$ cat config.mk
export PLATFORM = sky130hd
export DESIGN_NAME = sorted_wakeup_sleep_queue
export DESIGN_NICKNAME = d
export VERILOG_FILES = /design/src/hw/rtl/swsq_pkg.sv /design/src/hw/rtl/swsq_ram.sv /design/src/hw/rtl/sorted_wakeup_sleep_queue.sv
export SDC_FILE = /design/constraint.sdc
export NUM_CORES = 1
export LEC_CHECK = 0
export BUFFER_PORTS_ARGS = -buffer_cell sky130_fd_sc_hd__buf_2
export CAP_MARGIN = 20
export CORE_AREA = 4 4 337 339
export DETAILED_ROUTE_END_ITERATION = 10
export DIE_AREA = 0 0 341 343
export PLACE_DENSITY = 0.67
export SYNTH_ARGS = -nofsm -noshare
export SYNTH_HDL_FRONTEND = slang
export SYNTH_SLANG_ARGS = --single-unit
$ cat constraint.sdc
create_clock -name clk -period 16.5 [get_ports clk]
set_input_delay 4.95 -clock clk [delete_from_list [all_inputs] [get_ports clk]]
set_output_delay 4.95 -clock clk [all_outputs]
set_load 0.005 [all_outputs]
$ cat src/hw/rtl/swsq_pkg.sv
// Package for the sorted wake-up sleep queue: sizes, status codes and the
// request, result and queue entry types. Depends on nothing else.
`default_nettype none

package swsq_pkg;

    localparam int QUEUE_DEPTH = 16;
    localparam int ID_BITS     = 8;
    localparam int MAX_RESULTS = 16;
    localparam int TICK_BITS   = 48;
    localparam int ADDR_BITS   = (QUEUE_DEPTH > 1) ? $clog2(QUEUE_DEPTH) : 1;
    localparam int COUNT_BITS  = $clog2(QUEUE_DEPTH + 1);

    localparam logic [TICK_BITS-1:0] TICK_MAX = {TICK_BITS{1'b1}};

    localparam logic [2:0] ST_QUEUED  = 3'd0;
    localparam logic [2:0] ST_IGNORED = 3'd1;
    localparam logic [2:0] ST_FULL    = 3'd2;
    localparam logic [2:0] ST_WOKEN   = 3'd3;
    localparam logic [2:0] ST_NONE    = 3'd4;

    localparam logic REQ_TICK  = 1'b0;
    localparam logic REQ_SLEEP = 1'b1;

    typedef logic [ADDR_BITS-1:0]  addr_t;
    typedef logic [COUNT_BITS-1:0] count_t;
    typedef logic [TICK_BITS-1:0]  tick_t;
    typedef logic [ID_BITS-1:0]    id_t;

    typedef struct packed {
        logic               req_type;
        logic [7:0]         thread_id;
        logic signed [31:0] duration;
    } req_t;

    typedef struct packed {
        logic [2:0]  status;
        logic [7:0]  woken_id;
        logic [47:0] tick_now;
        logic        last;
    } rsp_t;

    typedef struct packed {
        tick_t wake_time;
        id_t   sleeper_id;
    } entry_t;

endpackage

`default_nettype wire

$ cat src/hw/rtl/swsq_ram.sv
// Entry memory of the sleep queue: one write port and one registered read port.
// Depends on swsq_pkg for the entry type and the queue depth.
`default_nettype none

module swsq_ram (
    input  wire logic            clk,
    input  wire logic            wr_en,
    input  wire swsq_pkg::addr_t  wr_addr,
    input  wire swsq_pkg::entry_t wr_data,
    input  wire swsq_pkg::addr_t  rd_addr,
    output swsq_pkg::entry_t      rd_data
);
    import swsq_pkg::*;

    entry_t mem [QUEUE_DEPTH];

    always_ff @(posedge clk)
    begin
        if (wr_en)
        begin
            mem[wr_addr] <= wr_data;
        end
    end

    always_ff @(posedge clk)
    begin
        rd_data <= mem[rd_addr];
    end

endmodule

`default_nettype wire

$ cat src/hw/rtl/sorted_wakeup_sleep_queue.sv
// Top level of the sorted wake-up sleep queue: tick counter, sequencer and
// output register. Depends on swsq_pkg and instantiates swsq_ram.
//
// The request channel (req_valid, req_stall, req) carries either a timer tick
// or a sleep request. The result channel (rsp_valid, rsp_stall, rsp) returns
// one result per sleep request and one or more per tick, the final one with
// last set. The queue is a circular buffer kept in ascending wake time order.
// A sleep request walks the queue from its tail, moving one later entry up a
// slot per pass of the wake time comparator, each pass a read and a compare
// step. An ignored or refused sleep passes through the decide and result
// states; a queued sleep also walks the queue and then places its entry.
// A tick reads and compares entries from the queue head, one per pass, for
// as long as threads wake. The last result enters the output register as the
// sequencer returns to idle, and req_stall is high until then. Reset clears
// the counter and empties the queue; no clearing pass is needed.
// A stalled result holds in the output register and the sequencer waits.
`default_nettype none

module sorted_wakeup_sleep_queue (
    input  wire logic           clk,
    input  wire logic           rst_n,
    input  wire logic           req_valid,
    output logic                req_stall,
    input  wire swsq_pkg::req_t req,
    output logic                rsp_valid,
    input  wire logic           rsp_stall,
    output swsq_pkg::rsp_t      rsp
);
    import swsq_pkg::*;

    localparam logic [2:0] S_IDLE      = 3'd0;
    localparam logic [2:0] S_DECIDE    = 3'd1;
    localparam logic [2:0] S_INS_RD    = 3'd2;
    localparam logic [2:0] S_INS_CMP   = 3'd3;
    localparam logic [2:0] S_INS_PLACE = 3'd4;
    localparam logic [2:0] S_POP_RD    = 3'd5;
    localparam logic [2:0] S_POP_CMP   = 3'd6;
    localparam logic [2:0] S_RESP      = 3'd7;

    function automatic addr_t phys(addr_t head, count_t idx);
        logic [ADDR_BITS:0] s;
        s = {1'b0, head} + (ADDR_BITS + 1)'(idx);
        if (s >= (ADDR_BITS + 1)'(QUEUE_DEPTH))
        begin
            s = s - (ADDR_BITS + 1)'(QUEUE_DEPTH);
        end
        return s[ADDR_BITS-1:0];
    endfunction

    logic [2:0] state_reg, state_next;
    tick_t      tick_reg, tick_next;
    addr_t      head_reg, head_next;
    count_t     count_reg, count_next;
    count_t     slot_reg, slot_next;
    count_t     pop_n_reg, pop_n_next;
    logic       pend_valid_reg, pend_valid_next;
    id_t        pend_id_reg, pend_id_next;
    logic [2:0] resp_status_reg, resp_status_next;
    tick_t      wake_reg, wake_next;
    req_t       item_reg;
    logic       rsp_valid_reg, rsp_valid_next;
    rsp_t       rsp_reg, rsp_next;

    logic       accept;
    logic       out_free;
    logic       emit;
    rsp_t       emit_data;
    logic       wr_en;
    addr_t      wr_addr;
    entry_t     wr_data;
    addr_t      rd_addr;
    entry_t     rd_data;
    count_t     rd_idx;
    logic       positive;
    logic [TICK_BITS:0] wake_sum;
    logic       avail;
    logic       wakes;

    assign accept    = req_valid && !req_stall;
    assign req_stall = (state_reg != S_IDLE);
    assign out_free  = !rsp_valid_reg || !rsp_stall;
    assign rsp_valid = rsp_valid_reg;
    assign rsp       = rsp_reg;

    assign positive = !item_reg.duration[31] && (item_reg.duration != 32'sd0);
    assign wake_sum = {1'b0, tick_reg} + (TICK_BITS + 1)'(item_reg.duration[30:0]);
    assign avail    = (pop_n_reg < count_reg) && (32'(pop_n_reg) < MAX_RESULTS);
    assign wakes    = avail && (rd_data.wake_time <= tick_reg);

    always_comb
    begin
        rd_idx = pop_n_reg;
        if ((state_reg == S_INS_RD) || (state_reg == S_INS_CMP))
        begin
            rd_idx = (slot_reg == '0) ? '0 : slot_reg - count_t'(1);
        end
    end

    assign rd_addr = phys(head_reg, rd_idx);

    swsq_ram u_ram (
        .clk     (clk),
        .wr_en   (wr_en),
        .wr_addr (wr_addr),
        .wr_data (wr_data),
        .rd_addr (rd_addr),
        .rd_data (rd_data)
    );

    always_comb
    begin
        state_next       = state_reg;
        tick_next        = tick_reg;
        head_next        = head_reg;
        count_next       = count_reg;
        slot_next        = slot_reg;
        pop_n_next       = pop_n_reg;
        pend_valid_next  = pend_valid_reg;
        pend_id_next     = pend_id_reg;
        resp_status_next = resp_status_reg;
        wake_next        = wake_reg;
        wr_en            = 1'b0;
        wr_addr          = phys(head_reg, slot_reg);
        wr_data          = rd_data;
        emit             = 1'b0;
        emit_data        = '0;
        emit_data.tick_now = tick_reg;
        emit_data.last     = 1'b1;

        unique case (state_reg)
            S_IDLE:
            begin
                if (accept)
                begin
                    state_next = S_DECIDE;
                end
            end
            S_DECIDE:
            begin
                if (item_reg.req_type == REQ_TICK)
                begin
                    tick_next       = (tick_reg == TICK_MAX) ? tick_reg : tick_reg + tick_t'(1);
                    pop_n_next      = '0;
                    pend_valid_next = 1'b0;
                    state_next      = S_POP_RD;
                end
                else if (!positive)
                begin
                    resp_status_next = ST_IGNORED;
                    state_next       = S_RESP;
                end
                else if (32'(count_reg) >= QUEUE_DEPTH)
                begin
                    resp_status_next = ST_FULL;
                    state_next       = S_RESP;
                end
                else
                begin
                    wake_next  = wake_sum[TICK_BITS] ? TICK_MAX : wake_sum[TICK_BITS-1:0];
                    slot_next  = count_reg;
                    state_next = S_INS_RD;
                end
            end
            S_INS_RD:
            begin
                state_next = (slot_reg == '0) ? S_INS_PLACE : S_INS_CMP;
            end
            S_INS_CMP:
            begin
                if (rd_data.wake_time > wake_reg)
                begin
                    wr_en      = 1'b1;
                    slot_next  = slot_reg - count_t'(1);
                    state_next = S_INS_RD;
                end
                else
                begin
                    state_next = S_INS_PLACE;
                end
            end
            S_INS_PLACE:
            begin
                wr_en                = 1'b1;
                wr_data.wake_time    = wake_reg;
                wr_data.sleeper_id   = id_t'(item_reg.thread_id);
                count_next           = count_reg + count_t'(1);
                resp_status_next     = ST_QUEUED;
                state_next           = S_RESP;
            end
            S_POP_RD:
            begin
                state_next = S_POP_CMP;
            end
            S_POP_CMP:
            begin
                if (wakes)
                begin
                    if (!pend_valid_reg || out_free)
                    begin
                        emit               = pend_valid_reg;
                        emit_data.status   = ST_WOKEN;
                        emit_data.woken_id = 8'(pend_id_reg);
                        emit_data.last     = 1'b0;
                        pend_id_next       = rd_data.sleeper_id;
                        pend_valid_next    = 1'b1;
                        pop_n_next         = pop_n_reg + count_t'(1);
                        state_next         = S_POP_RD;
                    end
                end
                else if (pend_valid_reg)
                begin
                    if (out_free)
                    begin
                        emit               = 1'b1;
                        emit_data.status   = ST_WOKEN;
                        emit_data.woken_id = 8'(pend_id_reg);
                        head_next          = phys(head_reg, pop_n_reg);
                        count_next         = count_reg - pop_n_reg;
                        pend_valid_next    = 1'b0;
                        state_next         = S_IDLE;
                    end
                end
                else
                begin
                    resp_status_next = ST_NONE;
                    state_next       = S_RESP;
                end
            end
            S_RESP:
            begin
                if (out_free)
                begin
                    emit             = 1'b1;
                    emit_data.status = resp_status_reg;
                    state_next       = S_IDLE;
                end
            end
            default:
            begin
                state_next = S_IDLE;
            end
        endcase
    end

    always_comb
    begin
        rsp_valid_next = rsp_valid_reg;
        rsp_next       = rsp_reg;
        if (emit)
        begin
            rsp_valid_next = 1'b1;
            rsp_next       = emit_data;
        end
        else if (!rsp_stall)
        begin
            rsp_valid_next = 1'b0;
        end
    end

    always_ff @(posedge clk or negedge rst_n)
    begin
        if (!rst_n)
        begin
            state_reg      <= S_IDLE;
            tick_reg       <= '0;
            head_reg       <= '0;
            count_reg      <= '0;
            pend_valid_reg <= 1'b0;
            rsp_valid_reg  <= 1'b0;
        end
        else
        begin
            state_reg      <= state_next;
            tick_reg       <= tick_next;
            head_reg       <= head_next;
            count_reg      <= count_next;
            pend_valid_reg <= pend_valid_next;
            rsp_valid_reg  <= rsp_valid_next;
        end
    end

    always_ff @(posedge clk)
    begin
        slot_reg        <= slot_next;
        pop_n_reg       <= pop_n_next;
        pend_id_reg     <= pend_id_next;
        resp_status_reg <= resp_status_next;
        wake_reg        <= wake_next;
        rsp_reg         <= rsp_next;
        if (accept)
        begin
            item_reg <= req;
        end
    end

    a_count_in_range: assert property (@(posedge clk) disable iff (!rst_n)
        32'(count_reg) <= QUEUE_DEPTH)
        else $error("Queue count exceeds the queue depth.");

    a_only_woken_not_last: assert property (@(posedge clk) disable iff (!rst_n)
        (rsp_valid && (rsp.status != ST_WOKEN)) |-> rsp.last)
        else $error("A single result transfer is not marked last.");

    a_write_only_on_insert: assert property (@(posedge clk) disable iff (!rst_n)
        wr_en |-> ((state_reg == S_INS_CMP) || (state_reg == S_INS_PLACE)))
        else $error("Queue memory written outside an insertion.");

    a_tick_monotonic: assert property (@(posedge clk) disable iff (!rst_n)
        (state_reg != S_IDLE) |=> (tick_reg >= $past(tick_reg)))
        else $error("Tick counter moved backward.");

    a_stall_while_busy: assert property (@(posedge clk) disable iff (!rst_n)
        accept |=> req_stall)
        else $error("Request taken while the previous one is still in work.");

endmodule

`default_nettype wire
# After elaboration in Yosys (flattened, before gate mapping)
# Memories as Yosys holds them, arrays and structs flattened. A register that Yosys moved wholly into a read port is not among the register bits.
# Cells that the tools add are included.
# word_totals
regBits	232
ram_bits	896
input_bits	45
out_inout_bits	62
elab_cells	157
memories	1
# op_classes
n_addsub	12
n_lt_le_gt_ge	8
n_eq_ne	23
n_mux	60
bitwise_logic	4
n_reduce_logical	31
# mem_list
name	words	word_bits	rd	rd_ports_with_merged_regs	write_ports	line_no	source
u_ram.mem	16	56	1	1	1	swsq_ram.sv:15	entry_t mem [QUEUE_DEPTH];
# op_table
operator	n
5-bit two-way mux	12
56-bit two-way mux	1
48-bit by 31-bit adder with 49-bit output	1
48-bit by 1-bit adder with 48-bit output, second input constant	1
48-bit == test, second input constant	1
48-bit > comparator	1
48-bit less-or-equal comparator	1
3-bit two-way mux	16
32-bit nonzero test	1
10-bit two-way mux	3
5-bit case mux with 2 select lines	3
3-bit case mux with 8 select lines	1
2-bit inequality test, second input constant	11
5-bit >= comparator, second input constant	4
4-bit AND reduction	4
4-bit by 5-bit adder with 5-bit output	3
1-bit two-way mux	15
3-bit == test, second input constant	4
4-bit two-way mux	3
4-bit by 1-bit subtractor with 4-bit output, second input constant	3
11-bit two-way mux	1
5-bit by 1-bit adder with 5-bit output, second input constant	2
5-bit AND reduction	2
3-bit case mux with 3 select lines	1
other kinds (20)	43

# Depth between registers and ports, before layout
# logic_depth
ltp_word	7
depth_mapped	14
mapped_depth_nobuf	12

# Hierarchy
# A second synthesis with hierarchy kept.
# unflattened
hier_cells	2851
hier_area_um2	49019.5
# by_module_without_submodules
mod	n_inst	cells_per_inst	area_each_um2	seq_area_each_um2
swsq_ram	1	1445	34678.3	28026.9
sorted_wakeup_sleep_queue	1	1406	14341.3	6656.4

# Worst setup path before layout
# OpenSTA, ideal clock, no wires.
# synth_timing
kind	input port to flip-flop
startpoint	input rsp_stall
endpoint	register rsp_reg (netlist bit rsp[0]) (enable)
setup_time_ns	0.478
arrival_ns	7.769
required_time_ns	16.022
slack_ns	8.253
cell_stages	3
n_path_buf	0
cell_sequence	nand2_1 -> nand3_1 -> nor2_1
# synth_via
elab_chain_cells	6
word_cells_on_any_way	8
cone_classes	mux (5); reduce/logical (3)
# synth_lines
item	line_no	source
from (decl)	sorted_wakeup_sleep_queue.sv:26	input wire logic rsp_stall,
1-bit zero test (*)	n/a	
1-bit logical OR (*)	sorted_wakeup_sleep_queue.sv:81	assign out_free = !rsp_valid_reg || !rsp_stall;
1-bit two-way mux / 1-bit logical OR (equally long branches)	sorted_wakeup_sleep_queue.sv:212, sorted_wakeup_sleep_queue.sv:231, sorted_wakeup_sleep_queue.sv:198	
1-bit two-way mux (on tied branches)	sorted_wakeup_sleep_queue.sv:210, sorted_wakeup_sleep_queue.sv:198	
1-bit two-way mux	sorted_wakeup_sleep_queue.sv:196	if (wakes)
1-bit case mux with 2 select lines (*)	sorted_wakeup_sleep_queue.sv:130	unique case (state_reg)
via emit	sorted_wakeup_sleep_queue.sv:66	logic emit;
to (signal assigned)	sorted_wakeup_sleep_queue.sv:289	rsp_reg <= rsp_next;
to (decl)	sorted_wakeup_sleep_queue.sv:62	rsp_t rsp_reg, rsp_next;
# The timed path passes the listed nets; every way through them passes the cells marked *.
# A chain may end at the register's enable or synchronous reset.

# Final worst setup path
# layout_timing
startpoint	register state_reg[1]
endpoint	output req_stall
# layout_via
elab_chain_cells	1
# layout_lines
item	line_no	source
from (decl)	sorted_wakeup_sleep_queue.sv:50	logic [2:0] state_reg, state_next;
from (signal assigned)	sorted_wakeup_sleep_queue.sv:273	state_reg <= state_next;
3-bit nonzero test	sorted_wakeup_sleep_queue.sv:80	assign req_stall = (state_reg != S_IDLE);
to (decl)	sorted_wakeup_sleep_queue.sv:23	output logic req_stall,
# No other way between the ends.

==> results.md <==
* Routed wl met2 at between 50 and 60 mm
* Peak supply drop at roughly 0.32 mV
* Endpoints failing setup at 0
* Max FFs per register at 896
* Die H at around 340 um
* Post-synth EDFFs at between 1000 and 1500
* CP Data Required Time at between 10 and 15 ns
* I/O pins at between 100 and 150
* Largest net degree at the start of global routing at ~160
* Net count after synthesis at 3263
* Placed cells at approximately 4600
* DR WL met3 at about 9.7 mm
* Share of layout cells above drive strength 1 at 0.198
* CP max-delay cell: dfrtp_1
* Tightest Hold Check Type: reg -> reg
* CTS root buffer: clkbuf_16
* Fmax at 0.143 GHz
* Synth Warn # at 0
* Clk buf depth at 3
* TNS Setup at 0 ns
* Worst r2r dst: u_ram.rd_data[14]
* Outcome: finished, final reports clean
* Setup crit end: req_stall
* Starting Density at 0.449
* Asr flop ratio synth at 0.0524
* Clock transition at path regs at ~0.060 ns
* Cts repair resizes at 0
* Startpoint types: flip-flop
* Clock Latency Late Sink at between 0.6 and 0.7 ns
* Final min period at between 6 and 7 ns
* First-pass GRT wire length at 176 mm
* Distinct cells, synth at 76
* Register area share after synthesis at 0.700
* Slew Limit Fails at 0
* Final WL at about 120 mm
* Grt ovf at 0
* Reg2reg start: slot_reg[0]
* CTS HTree Levels at 3
* Drt pass-1 iters at 5
* RSZ-0062 raised after global routing: no
* Worst path buffer plus inverter count at 1
* Max-Cap Viols at 0
* Fillcell total at approximately 8900
* WP depth at 2
* Drt via density at about 5.7
* Final WS setup at approximately 9.5 ns
* Reg2reg setup slack at between 10 and 15 ns
* Area growth, synth to finish at 13.4%
* Final instance area at approximately 0.056 sq mm
* Highest routed layer: met4
* Most used flip-flop cell after synthesis: edfxtp_1
* Area of placed instances at around 0.052 sq mm
* Post-Layout Cell Count at between 4000 and 5000
* Post-Synthesis Cells at between 3000 and 4000
* Sink Count at about 1200
* Crit-path max FO at 22
* Mapped cell area at between 0.04 and 0.05 sq mm
* Worst-Margin Slew at around 1.1 ns
* # DRC at 0
* CTS tree: yes
* Top Family by Delay on Critical Path: flip-flops
* Worst min-delay path startpoint: u_ram.rd_data[1]
* Slew headroom at 0.288
* Lkg Pwr at 19.5 nW
* Period utilization at 0.422
* Routed met1 length at about 51 mm
* Critical path arrival at 2.02 ns
* Row count at around 120
* Final Hold Vio Count at 0
* Max Clock Skew at ~0.024 ns
* Hold_buf cts at 0
* Inserted Clock Buffers at approximately 110
* Starting DRT DRC Count at about 2700
* R2R cell count at 13
* Crit path capture type: output pin
* Antenna-violating nets left at 0
* CP Cell Sequence: or3_1, buf_2
* Post-CTS Setup Inserts at 0
* DP Wirelength at between 60 and 70 mm
* Via count at between 20000 and 30000
* Crit path largest cell delay at about 0.64 ns
* Post-layout util at 0.509
* Pre-CTS setup slack at 9.70 ns
* Wire per inst at 24.4 um
* GRT Resource Usage Total at 0.201
* Power density cells at just over 200 mW/mm^2
* Seq cells post-synth at 1184
* Number of global-route vias before repair at ~27000
* Critical path startpoint: state_reg[1]
* Final Wtd Congestion at 0.925
* IO buf count at approximately 110
* Final net count at 3461
* Core footprint at ~0.11 sq mm
* Crit Path Class: reg -> out
* Die area at between 0.1 and 0.15 sq mm
* Initial antenna violation count at 4
* Die width at approximately 340 um
* Synth Area per Inst at 16.1 sq um
## per-layer routing
metal	track usage	vias to the layer above
met3	0.0358	170
met1	0.288	14200
met4	0.0523	0
li1	-	12300
met5	0	-
met2	0.323	1120
## layout make-up
| cell class | instances | area, sq um | area share |
|---|---|---|---|
| sequential | 1184 | 34700 | 0.618 |
| multi-input combinational | 1633 | 14000 | 0.250 |
| clock buffer | 158 | 3120 | 0.0555 |
| tap | 1488 | 1860 | 0.0331 |
| timing repair buffer | 210 | 1340 | 0.0238 |
| clock inverter | 58 | 659 | 0.0117 |
| inverter | 122 | 458 | 0.00815 |
| antenna | 1 | 2.50 | 0.0000446 |
## synth_stat cells, drive strengths merged (17+ instances only)
cell | count | area (sq um)
a21o | 24 | 180
a21oi | 85 | 437
a31oi | 72 | 450
and2 | 17 | 106
and3 | 64 | 400
buf | 44 | 219
clkbuf | 84 | 315
dfrtp | 62 | 1550
dfxtp | 56 | 1120
edfxtp | 1066 | 32000
ha | 146 | 1830
inv | 121 | 454
mux4 | 224 | 5040
nand2 | 421 | 1580
nand3 | 49 | 250
nand4 | 37 | 246
nor2 | 73 | 277
nor3 | 43 | 236
nor4 | 30 | 215
o21ai | 105 | 529
xnor2 | 76 | 666
xor2 | 18 | 158
## cells by family after synthesis
logic type | Yosys count | synth area share
compound gates | 362 | 0.0451
xor+xnor | 94 | 0.0166
fa+ha+maj | 151 | 0.0389
buf+inv | 250 | 0.0200
flops | 1184 | 0.700
mux | 232 | 0.104
simple gates | 794 | 0.0753
## worst reg2reg max path: cells and delay by family (launching register included)
family | cells | cell delay [ns]
AOI/OAI and AO/OA | 2 | 0.43
adders and majority gates | 3 | 1.12
buffers and inverters | 3 | 1.58
DFF | 1 | 0.47
muxes | 1 | 0.58
and+or+nand+nor | 4 | 0.80
## power breakdown
part / total [mW] / leakage, nW / switching [mW] / internal (mW)
Combinational: 4.73 / 6.70 / 2.83 / 1.89
Sequential: 4.33 / 11.0 / 0.208 / 4.12
Clock: 2.62 / 1.84 / 1.11 / 1.52
Total: 11.7 / 19.5 / 4.15 / 7.53
## cells in the final DEF, fill, tap and decap left out, types with 7 or more instances in the layout
cell        synthesis  routed
o21ai_0           103     103
o31ai_1            10      10
o21a_1             10      10
a31oi_1            72      72
clkbuf_8            0       8
a21oi_1            82      82
clkinv_1            1       7
bufinv_16           0      12
buf_4               1     102
inv_1             121     121
or3_1              12      12
ha_1              146     145
buf_2              34     106
nand3_1            48      48
and2_1             17      17
nor4_1             27      23
nor3_2              2      12
nand4_1            36      36
nor2_1             72      65
dfxtp_1            56      56
and4_1              8       8
clkbuf_16           0     115
o211ai_1           12      12
clkinvlp_4          0       8
nor3_1             40      30
xor2_1             18      16
nand2_1           421     421
mux4_2            224     224
nand2b_1           11      10
nor2b_1            14      14
clkinv_2            0      23
xnor2_1            76      74
a21o_1             24      24
and3_1             64      64
dfrtp_1            62      62
edfxtp_1         1066    1066
clkbuf_1           84      35
## worst min-delay path by stage
stage	endpoint	slack, ns	depth (start not counted)
floorplan	pend_id_reg[0]	0.41	0
global placement	pend_id_reg[7]	0.41	0
detailed placement	pend_id_reg[4]	0.42	0
CTS	pend_id_reg[4]	0.43	0
global route	pend_id_reg[3]	0.46	0
finish	pend_id_reg[1]	0.43	0
## through the flow
stage               hold slack, ns  power, mW
CTS                          0.434       11.8
global route                 0.456       12.3
floorplan                    0.408       7.61
finish                       0.431       11.7
detailed placement           0.419       9.13
global placement             0.415       9.07
Note: power is estimated with default switching activity, not from simulation.
